==> config.mk <==
export PLATFORM = sky130hd
export DESIGN_NAME = blcp_ctrl
export DESIGN_NICKNAME = d
export VERILOG_FILES = /design/src/design/blcp_pkg.sv /design/src/design/blcp_ctrl.sv
export SDC_FILE = /design/constraint.sdc
export NUM_CORES = 1
export LEC_CHECK = 0
export ABC_AREA = 1
export BUFFER_PORTS_ARGS = -buffer_cell sky130_fd_sc_hd__buf_2
export CORE_UTILIZATION = 62
export CTS_CLUSTER_SIZE = 28
export DETAILED_ROUTE_END_ITERATION = 10
export PLACE_DENSITY = 0.89
export SYNTH_ARGS = -nofsm -noshare
export SYNTH_HDL_FRONTEND = slang
export SYNTH_SLANG_ARGS = --single-unit
==> constraint.sdc <==
create_clock -name clk -period 4.6 [get_ports clk]
set_input_delay 0.92 -clock clk [delete_from_list [all_inputs] [get_ports clk]]
set_output_delay 0.92 -clock clk [all_outputs]
set_load 0.02 [all_outputs]
==> src/design/blcp_pkg.sv <==
// ----------------------------------------------------------------------------
// blcp_pkg
// Shared constants, types and helper functions of the box LCP solver.
// ----------------------------------------------------------------------------
package blcp_pkg;

    // Sizes
    localparam int MAX_VARS      = 32;
    localparam int FRACTION_BITS = 32;
    localparam int DATA_W        = 48;
    localparam int IDX_W         = 5;
    localparam int N_W           = 6;
    localparam int MAT_AW        = 10;
    localparam int MAT_DEPTH     = 1024;
    localparam int ACC_W         = 54;
    localparam int PROD_W        = 96;
    localparam int MSLICE_W      = 16;
    localparam int MSTEPS        = 3;
    localparam int DVD_W         = DATA_W + FRACTION_BITS;
    localparam int DIV_CW        = 7;
    localparam int SWEEP_W       = 16;
    localparam int RES_W         = 47;
    localparam int CFG_AW        = 5;
    localparam int CFG_DW        = 64;

    // Fixed-point extremes
    localparam logic signed [DATA_W-1:0] MAX48 = 48'sh7FFF_FFFF_FFFF;
    localparam logic signed [DATA_W-1:0] MIN48 = 48'sh8000_0000_0000;
    localparam logic [DATA_W:0]          CAP49 = 49'h1_0000_0000_0000;
    localparam logic [DATA_W:0]          HALF_RANGE = 49'h0_8000_0000_0000;

    // Item modes
    localparam logic [2:0] MODE_MATRIX = 3'd0;
    localparam logic [2:0] MODE_OFFSET = 3'd1;
    localparam logic [2:0] MODE_BOUNDS = 3'd2;
    localparam logic [2:0] MODE_START  = 3'd3;
    localparam logic [2:0] MODE_SOLVE  = 3'd4;

    // Register indexes
    localparam logic [1:0] REG_SIZE = 2'd0;
    localparam logic [1:0] REG_ITER = 2'd1;
    localparam logic [1:0] REG_TOL  = 2'd2;

    // Register resets and defaults
    localparam logic [N_W-1:0]     SIZE_RESET    = 6'd32;
    localparam logic [SWEEP_W-1:0] ITER_RESET    = 16'd100;
    localparam logic [SWEEP_W-1:0] DEFAULT_ITERS = 16'd100;
    localparam logic [RES_W-1:0]   TOL_RESET     = 47'd4295;
    localparam logic [RES_W-1:0]   DEFAULT_TOL   = 47'd4295;

    // Controller to datapath commands
    typedef struct packed {
        logic               mem_we;
        logic               mem_zero;
        logic [MAT_AW-1:0]  mem_addr;
        logic [IDX_W-1:0]   vaddr;
        logic               ld_q;
        logic               ld_bnd;
        logic               ld_lam;
        logic               row_start;
        logic               diag_latch;
        logic               term_y;
        logic               term_x;
        logic               mul_step;
        logic [1:0]         mul_idx;
        logic               rnd;
        logic               acc_add;
        logic               w_latch;
        logic               div_start;
        logic               upd;
        logic               delta_max;
        logic               sweep_clr;
        logic               res_clr;
        logic               res_upd;
        logic               out_load;
        logic               out_last;
        logic [SWEEP_W-1:0] sweeps;
    } cmd_t;

    // Datapath to controller status
    typedef struct packed {
        logic diag_pos;
        logic div_done;
        logic converged;
        logic out_free;
    } stat_t;

    // Attach sign to a magnitude and saturate to 48 bits
    function automatic logic signed [DATA_W-1:0] apply_sign(input logic [DATA_W:0] m,
                                                            input logic neg);
        logic [DATA_W-1:0] low;
        low = m[DATA_W-1:0];
        if (neg)
        begin
            apply_sign = (m >= HALF_RANGE) ? MIN48 : $signed(-low);
        end
        else
        begin
            apply_sign = (m >= HALF_RANGE) ? MAX48 : $signed(low);
        end
    endfunction

endpackage

==> src/design/blcp_ctrl.sv <==
// ----------------------------------------------------------------------------
// blcp_ctrl
// Sequencer: memory clearing pass, item decode, sweep/row/term loops,
// divider handshake, residual pass and result emission.
// ----------------------------------------------------------------------------
module blcp_ctrl (
    input  logic                          clk,
    input  logic                          rst_n,
    input  logic                          item_valid,
    output logic                          item_ready,
    input  logic [2:0]                    mode,
    input  logic [blcp_pkg::IDX_W-1:0]    row,
    input  logic [blcp_pkg::IDX_W-1:0]    col,
    input  logic [blcp_pkg::N_W-1:0]      n,
    input  logic [blcp_pkg::SWEEP_W-1:0]  limit,
    output blcp_pkg::cmd_t                cmd,
    input  blcp_pkg::stat_t               stat
);

    typedef enum logic [16:0] {
        ST_CLEAR  = 17'b00000000000000001,
        ST_IDLE   = 17'b00000000000000010,
        ST_ROW    = 17'b00000000000000100,
        ST_DIAG   = 17'b00000000000001000,
        ST_TERM   = 17'b00000000000010000,
        ST_LOAD   = 17'b00000000000100000,
        ST_MUL    = 17'b00000000001000000,
        ST_RND    = 17'b00000000010000000,
        ST_ACC    = 17'b00000000100000000,
        ST_ENDROW = 17'b00000001000000000,
        ST_DIVGO  = 17'b00000010000000000,
        ST_DIVW   = 17'b00000100000000000,
        ST_UPD    = 17'b00001000000000000,
        ST_RES    = 17'b00010000000000000,
        ST_NEXT   = 17'b00100000000000000,
        ST_ENDSW  = 17'b01000000000000000,
        ST_EMIT   = 17'b10000000000000000
    } state_t;

    state_t                        state_reg, state_next;
    logic [blcp_pkg::IDX_W-1:0]    i_reg, i_next;
    logic [blcp_pkg::IDX_W-1:0]    j_reg, j_next;
    logic [blcp_pkg::IDX_W-1:0]    k_reg, k_next;
    logic [1:0]                    mcnt_reg, mcnt_next;
    logic [blcp_pkg::MAT_AW-1:0]   clr_reg, clr_next;
    logic [blcp_pkg::SWEEP_W-1:0]  sweeps_reg, sweeps_next;
    logic                          resid_reg, resid_next;

    logic [blcp_pkg::N_W-1:0]      n_last;
    logic                          last_i, last_j, last_k;
    logic                          row_ok, col_ok;
    logic [blcp_pkg::SWEEP_W:0]    sweeps_inc;

    assign n_last     = n - blcp_pkg::N_W'(1);
    assign last_i     = {1'b0, i_reg} == n_last;
    assign last_j     = {1'b0, j_reg} == n_last;
    assign last_k     = {1'b0, k_reg} == n_last;
    assign row_ok     = {1'b0, row} < n;
    assign col_ok     = {1'b0, col} < n;
    assign sweeps_inc = {1'b0, sweeps_reg} + 1'b1;

    // next state and commands
    always_comb
    begin
        state_next  = state_reg;
        i_next      = i_reg;
        j_next      = j_reg;
        k_next      = k_reg;
        mcnt_next   = mcnt_reg;
        clr_next    = clr_reg;
        sweeps_next = sweeps_reg;
        resid_next  = resid_reg;
        item_ready  = 1'b0;
        cmd          = '0;
        cmd.sweeps   = sweeps_reg;
        cmd.vaddr    = i_reg;
        cmd.mem_addr = {i_reg, j_reg};

        case (state_reg)
            ST_CLEAR:
            begin
                cmd.mem_we   = 1'b1;
                cmd.mem_zero = 1'b1;
                cmd.mem_addr = clr_reg;
                clr_next     = clr_reg + 1'b1;
                if (clr_reg == blcp_pkg::MAT_AW'(blcp_pkg::MAT_DEPTH - 1))
                begin
                    state_next = ST_IDLE;
                end
            end
            ST_IDLE:
            begin
                item_ready = 1'b1;
                cmd.vaddr  = row;
                cmd.mem_addr = {row, col};
                if (item_valid)
                begin
                    case (mode)
                        blcp_pkg::MODE_MATRIX: cmd.mem_we = row_ok && col_ok;
                        blcp_pkg::MODE_OFFSET: cmd.ld_q   = row_ok;
                        blcp_pkg::MODE_BOUNDS: cmd.ld_bnd = row_ok;
                        blcp_pkg::MODE_START:  cmd.ld_lam = row_ok;
                        blcp_pkg::MODE_SOLVE:
                        begin
                            sweeps_next   = '0;
                            resid_next    = 1'b0;
                            i_next        = '0;
                            cmd.sweep_clr = 1'b1;
                            state_next    = ST_ROW;
                        end
                        default: ;
                    endcase
                end
            end
            ST_ROW:
            begin
                cmd.mem_addr  = {i_reg, i_reg};
                cmd.row_start = 1'b1;
                state_next    = ST_DIAG;
            end
            ST_DIAG:
            begin
                cmd.diag_latch = 1'b1;
                if (!resid_reg && !stat.diag_pos)
                begin
                    state_next = ST_NEXT;
                end
                else
                begin
                    j_next     = '0;
                    state_next = ST_TERM;
                end
            end
            ST_TERM:
            begin
                if (!resid_reg && j_reg == i_reg)
                begin
                    if (last_j)
                    begin
                        state_next = ST_ENDROW;
                    end
                    else
                    begin
                        j_next = j_reg + 1'b1;
                    end
                end
                else
                begin
                    cmd.vaddr  = j_reg;
                    cmd.term_y = 1'b1;
                    state_next = ST_LOAD;
                end
            end
            ST_LOAD:
            begin
                cmd.term_x = 1'b1;
                mcnt_next  = '0;
                state_next = ST_MUL;
            end
            ST_MUL:
            begin
                cmd.mul_step = 1'b1;
                cmd.mul_idx  = mcnt_reg;
                mcnt_next    = mcnt_reg + 1'b1;
                if (mcnt_reg == 2'(blcp_pkg::MSTEPS - 1))
                begin
                    state_next = ST_RND;
                end
            end
            ST_RND:
            begin
                cmd.rnd    = 1'b1;
                state_next = ST_ACC;
            end
            ST_ACC:
            begin
                cmd.acc_add = 1'b1;
                if (last_j)
                begin
                    state_next = ST_ENDROW;
                end
                else
                begin
                    j_next     = j_reg + 1'b1;
                    state_next = ST_TERM;
                end
            end
            ST_ENDROW:
            begin
                cmd.w_latch = 1'b1;
                state_next  = resid_reg ? ST_RES : ST_DIVGO;
            end
            ST_DIVGO:
            begin
                cmd.div_start = 1'b1;
                state_next    = ST_DIVW;
            end
            ST_DIVW:
            begin
                if (stat.div_done)
                begin
                    state_next = ST_UPD;
                end
            end
            ST_UPD:
            begin
                cmd.upd    = 1'b1;
                state_next = ST_NEXT;
            end
            ST_RES:
            begin
                cmd.res_upd = 1'b1;
                state_next  = ST_NEXT;
            end
            ST_NEXT:
            begin
                cmd.delta_max = !resid_reg;
                if (last_i)
                begin
                    if (resid_reg)
                    begin
                        k_next     = '0;
                        state_next = ST_EMIT;
                    end
                    else
                    begin
                        state_next = ST_ENDSW;
                    end
                end
                else
                begin
                    i_next     = i_reg + 1'b1;
                    state_next = ST_ROW;
                end
            end
            ST_ENDSW:
            begin
                sweeps_next = sweeps_inc[blcp_pkg::SWEEP_W-1:0];
                i_next      = '0;
                state_next  = ST_ROW;
                if (stat.converged || sweeps_inc >= {1'b0, limit})
                begin
                    resid_next  = 1'b1;
                    cmd.res_clr = 1'b1;
                end
                else
                begin
                    cmd.sweep_clr = 1'b1;
                end
            end
            ST_EMIT:
            begin
                cmd.vaddr = k_reg;
                if (stat.out_free)
                begin
                    cmd.out_load = 1'b1;
                    cmd.out_last = last_k;
                    if (last_k)
                    begin
                        state_next = ST_IDLE;
                    end
                    else
                    begin
                        k_next = k_reg + 1'b1;
                    end
                end
            end
            default:
            begin
                state_next = ST_IDLE;
            end
        endcase
    end

    always_ff @(posedge clk or negedge rst_n)
    begin
        if (!rst_n)
        begin
            state_reg  <= ST_CLEAR;
            i_reg      <= '0;
            j_reg      <= '0;
            k_reg      <= '0;
            mcnt_reg   <= '0;
            clr_reg    <= '0;
            sweeps_reg <= '0;
            resid_reg  <= 1'b0;
        end
        else
        begin
            state_reg  <= state_next;
            i_reg      <= i_next;
            j_reg      <= j_next;
            k_reg      <= k_next;
            mcnt_reg   <= mcnt_next;
            clr_reg    <= clr_next;
            sweeps_reg <= sweeps_next;
            resid_reg  <= resid_next;
        end
    end

endmodule

Yosys cells after proc, flatten, opt, wreduce, memory -nomap -nowiden

Index checks and enable logic that the tools add are counted.
W data, S select, Z words.

Bits in registers: 61

$add $sub $neg: 7
Order comparisons: 3
Eq/ne operators: 42
Multiplexer cells: 70
Reductions and logical operators: 19

Operator list:

| cell                    | count |
|---|---|
| $pmux W17 S16           | 1 |
| $mux W17                | 11 |
| $mux W5                 | 11 |
| $pmux W5 S3             | 3 |
| $mux W16                | 2 |
| $pmux W16 S2            | 1 |
| $pmux W10 S3            | 1 |
| $mux W1                 | 27 |
| $ne A2 B2 Y1 const B    | 13 |
| $eq A5 B6 Y1            | 3 |
| $add A16 B1 Y17 const B | 1 |
| $eq A17 B1 Y1 const B   | 1 |
| $eq A17 B10 Y1 const B  | 1 |
| $eq A17 B11 Y1 const B  | 1 |
| $eq A17 B12 Y1 const B  | 1 |
| $eq A17 B13 Y1 const B  | 1 |
| $eq A17 B14 Y1 const B  | 1 |
| $eq A17 B15 Y1 const B  | 1 |
| $eq A17 B16 Y1 const B  | 1 |
| $eq A17 B17 Y1 const B  | 1 |
| $eq A17 B2 Y1 const B   | 1 |
| $eq A17 B3 Y1 const B   | 1 |
| $eq A17 B4 Y1 const B   | 1 |
| $eq A17 B5 Y1 const B   | 1 |
| other kinds (37)        | 54 |

Depth between registers and ports, before layout

Depth after elaboration: 5
Depth in mapped cells: 22

Worst setup path after synthesis

No wires, ideal clock.

Kind: register -> output
Start point: reg sweeps_reg[0] in the netlist's numbering
End point: out cmd[20] in the netlist's numbering
Data arrival time: 2.549 ns
Required time: 3.680 ns
Path slack: 1.131 ns
Cell stages (with the launch flop): 16
Buffers on the path: 0
Path through: dfrtp_1 -> and3_1 -> nand3_1 -> nor2_1 -> nand2_1 -> nor3_1 -> nand2_1 -> and2_1 -> ha_1 -> nand2_1 -> nor2_1 -> nand4_1 -> nand2_1 -> nor3_1 -> nand3_1 -> o21ai_0

RTL lines:

| element                  | line             | RTL |
|---|---|---|
| start: declaration       | blcp_ctrl.sv:46  | `logic [blcp_pkg::SWEEP_W-1:0] sweeps_reg, sweeps_next;` |
| start signal: assignment | blcp_ctrl.sv:296 | `sweeps_reg <= sweeps_next;` |
| end: declaration         | blcp_ctrl.sv:16  | `output blcp_pkg::cmd_t cmd,` |

==> summary.md <==
| Metric | Value |
|---|---|
| Outcome | complete, no violations |
| RSZ-0062 raised after global routing | false |
| H-tree levels | 3 |
| # fillers | between 600 and 700 |
| CP Cell Sequence | ha_1 -> nand2_1 -> nor2_1 -> nand2_1 -> inv_1 -> nand2_1 -> xor2_1 -> inv_1 -> ha_1 -> nand2_1 -> inv_1 -> nand2_1 -> inv_1 -> nand4_1 -> nand2_1 -> nor3_1 -> nand3_1 -> o21ai_0 -> buf_2 |
| IO buf count | 96 |
| Setup Buffers After CTS | 0 |
| Largest net degree at the start of global routing | 36 |
| Number of global-route vias before repair | 5297 |
| Finished Layout Cells | 995 |
| Total CTS buffers | 9 |
| Num rows | 33 |
| CTS max path bufs | 2 |
| CTS resizes | 0 |
| # diodes | 0 |
| Area Overhead vs Synth | 15.2% |
| Post-synthesis xor/xnor area fraction | about 4.4% |
| # setup viols final | 0 |
| Min Tclk post-route | about 4.1 ns |
| WL/cell | 15.0 um |
| Post-DP HPWL | roughly 12000 um |
| Synth unique cells | 46 |
| Slew Limit Fails | 0 |
| Die Wd | around 94 um |
| Post-cts hold buffer count | 0 |
| Post-synth EDFFs | 0 |
| Slowest stage delay, CP | approximately 0.44 ns |
| Vias per cell | between 5 and 6 |
| Final worst path period share | between 80% and 90% |
| DRT iter0 DRCs | 588 |
| Multi-input gate area | approximately 3200 sq um |
| Antenna violations before repair | 0 |
| CTS tree | yes |
| Clk sink count | 61 |
| Core area | approximately 8300 sq um |
| Worst-path clk slew | 0.08 ns |
| GRT overflow | 0 |
| Startpoint Class | flip-flop |
| RD Place Congestion | approximately 0.97 |
| Total track usage | 34.6% |
| Syn_area_per_cell | between 6 and 7 sq um |
| Measured slew at the worst slew-check pin | 0.617 ns |
| Crit path max-delay cell type | dfrtp_1 |
| Compound-cell area share of the yosys netlist | 9.96% |
| Clock Latency Late Sink | about 0.34 ns |
| Die area | ~9000 sq um |
| Slew HR | about three fifths |
| Die height | 94.4 um |
| Post-Synthesis Cells | ~780 |
| CP Capture Type | output pin |
| Flop and latch count out of synthesis | just over 60 |
| Setup TNS | 0 ns |
| CP arrival | roughly 3.1 ns |
| Final hold vios | 0 |
| Inst Count DP | 979 |
| Post-synth ARST share | 100% |
| PwrDens | 318 nW/um^2 |
| Worst EP required | 3.68 ns |
| Drt total wl | 15000 um |
| Max-Cap Viols | 0 |
| Max FO, Critical Path | 6 |
| Worst VDD drop | approximately 210 uV |
| Root Buffer | clkbuf_8 |
| Syn nets | about 860 |
| Largest family of logic cells by synthesized area | simple AND/OR/NAND/NOR gates |
| Worst min-delay path class | flip-flop to flip-flop |
| Fmax | 246 MHz |
| Most used cell, CP | nand2_1 |
| Io pins | a little under 100 |
| Mux cell area share after synthesis | 0% |
| Starting Density | between 60 and 70% |
| Synth Area in Simple Gates | 38.5% |
| Final Skew | about 0.013 ns |
| Seq/Total Area, Yosys | about 29% |
| Final ANT Viol Nets | 0 |
| Nets | ~960 |
| Vias | 5707 |
| Top_reg_cell synth | dfrtp_1 |
| Ys Warns | 0 |
| First-pass DRT Iterations | 6 |
| Share of cells above drive strength 1 | approximately a fifth |
| First-pass GRT wire length | 23900 um |
| Leak | between 3 and 4 nW |
| Buffers & Inverters on Critical Path | 5 |
| # DRC | 0 |
| Delay-heaviest family, CP | simple AND/OR/NAND/NOR gates |
| Mapped cell area | 5290 sq um |
| Register area | around 1500 sq um |
| Max reg flops | 17 |
| Adder-Cell Fraction of Synth Area | ~7.3% |
| Kind of critical path | flip-flop to output pin |
==> worst paths after layout <==
kind,from,to,slack (ns),depth (start not counted)
setup / recovery,sweeps_reg[0],cmd[20],0.54,19
hold / removal,clr_reg[4],clr_reg[4],0.50,1
setup reg to reg,sweeps_reg[0],resid_reg,1.80,20
hold reg to reg,clr_reg[4],clr_reg[4],0.50,1
max in group asynchronous,rst_n,state_reg[0],3.10,2
min in group asynchronous,rst_n,sweeps_reg[8],0.59,1
==> metal layers <==
metal  vias up  share of wire, %  GRT usage, %
met4         0               2.8          13.5
met3        53               8.3          6.68
met2       312                47          56.9
met1      2610                42          44.7
met5         -                 0             0
li1       2732                 -             -
==> cells in the mapped netlist, types with 3 or more instances <==
cell type  number  area share [%]
ha_1           31             7.3
or2_2           4            0.47
o22ai_1        12             1.4
inv_1         130             9.2
nand2_1       195              14
nor2_4          8             1.7
buf_2           4            0.38
nand2_2         9             1.1
nand3_1        64             6.1
nor2_1         75             5.3
xor2_1         23             3.8
and3_1          3            0.35
o21ai_0        32             3.0
o21ai_1        10            0.95
nand4_1        23             2.7
inv_2          10            0.71
nand2_4         4            0.85
nor4_1          4            0.47
a21oi_1        18             1.7
nand3_2         7             1.3
nor2_2         10             1.2
nor3_1         12             1.1
dfrtp_1        60              28
==> stage by stage <==
stage	hold WS (ns)	setup slack, ns	utilization [%]	power (mW)	area, sq um
global route	0.531	0.168	73.8	2.04	6090
detailed placement	0.495	0.930	71.1	1.37	5870
CTS	0.507	0.553	73.8	1.91	6090
floorplan	0.462	1.13	-	1.15	5290
finish	0.504	0.536	73.8	1.93	6090
global placement	0.483	1.09	71.1	1.35	5870
==> layout by cell type, fill, tap and decap left out, drive strengths merged <==
cell type and instances:
clkinvlp 2, nor3 13, dfrtp 60, or3b 1, o221ai 2, and2 2
nor2 94, nand2 208, clkinv 1, nand3b 2, xor2 24, nor3b 1
and3 3, o21bai 1, clkbuf 11, o21ai 42, inv 141, nor4 4
o22ai 12, a22o 2, buf 97, bufinv 2, nand4 24, or2 4
o22a 1, o31ai 2, o211a 2, a221oi 2, o2111ai 2, nand3 72
ha 31, o211ai 2, xnor2 2, a21oi 18, a21o 2, dfstp 1
==> cell families (layout without fill, tap and decap cells) <==
kind of cell / Yosys count / count (layout)
flops: 61 / 61
simple gates: 428 / 428
compound gates: 90 / 90
xor+xnor: 26 / 26
buf+inv: 147 / 254
fa+ha+maj: 31 / 31
==> final cells by class <==
cell class | instances | area share, %
Clock buffer | 11 | 2.32
Clock inverter | 5 | 1.38
Inverter | 141 | 8.77
Multi-Input combinational cell | 575 | 52.3
Sequential cell | 61 | 25.1
Tap cell | 105 | 2.16
Timing Repair Buffer | 97 | 8.01
==> where the power goes <==
part | switching (mW) | internal, mW | leakage, nW
logic | 0.578 | 0.236 | 2.58
clock network | 0.230 | 0.321 | 0.106
registers | 0.0171 | 0.553 | 0.844
total | 0.825 | 1.11 | 3.53
==> worst register-to-register path, stage by stage (launching register included) <==
cell	delay, ns
dfrtp_1	0.44
ha_1	0.24
nand2_1	0.07
nor2_1	0.25
nand2_1	0.12
inv_1	0.10
nand2_1	0.07
xor2_1	0.18
inv_1	0.06
ha_1	0.28
nand2_1	0.07
inv_1	0.04
nand2_1	0.07
inv_1	0.06
nand4_1	0.07
nand2_1	0.06
nor3_1	0.19
nand3_1	0.13
nand2_1	0.09
nand2_1	0.06
nand2_1	0.07
Note: power is estimated with default switching activity, not from simulation.
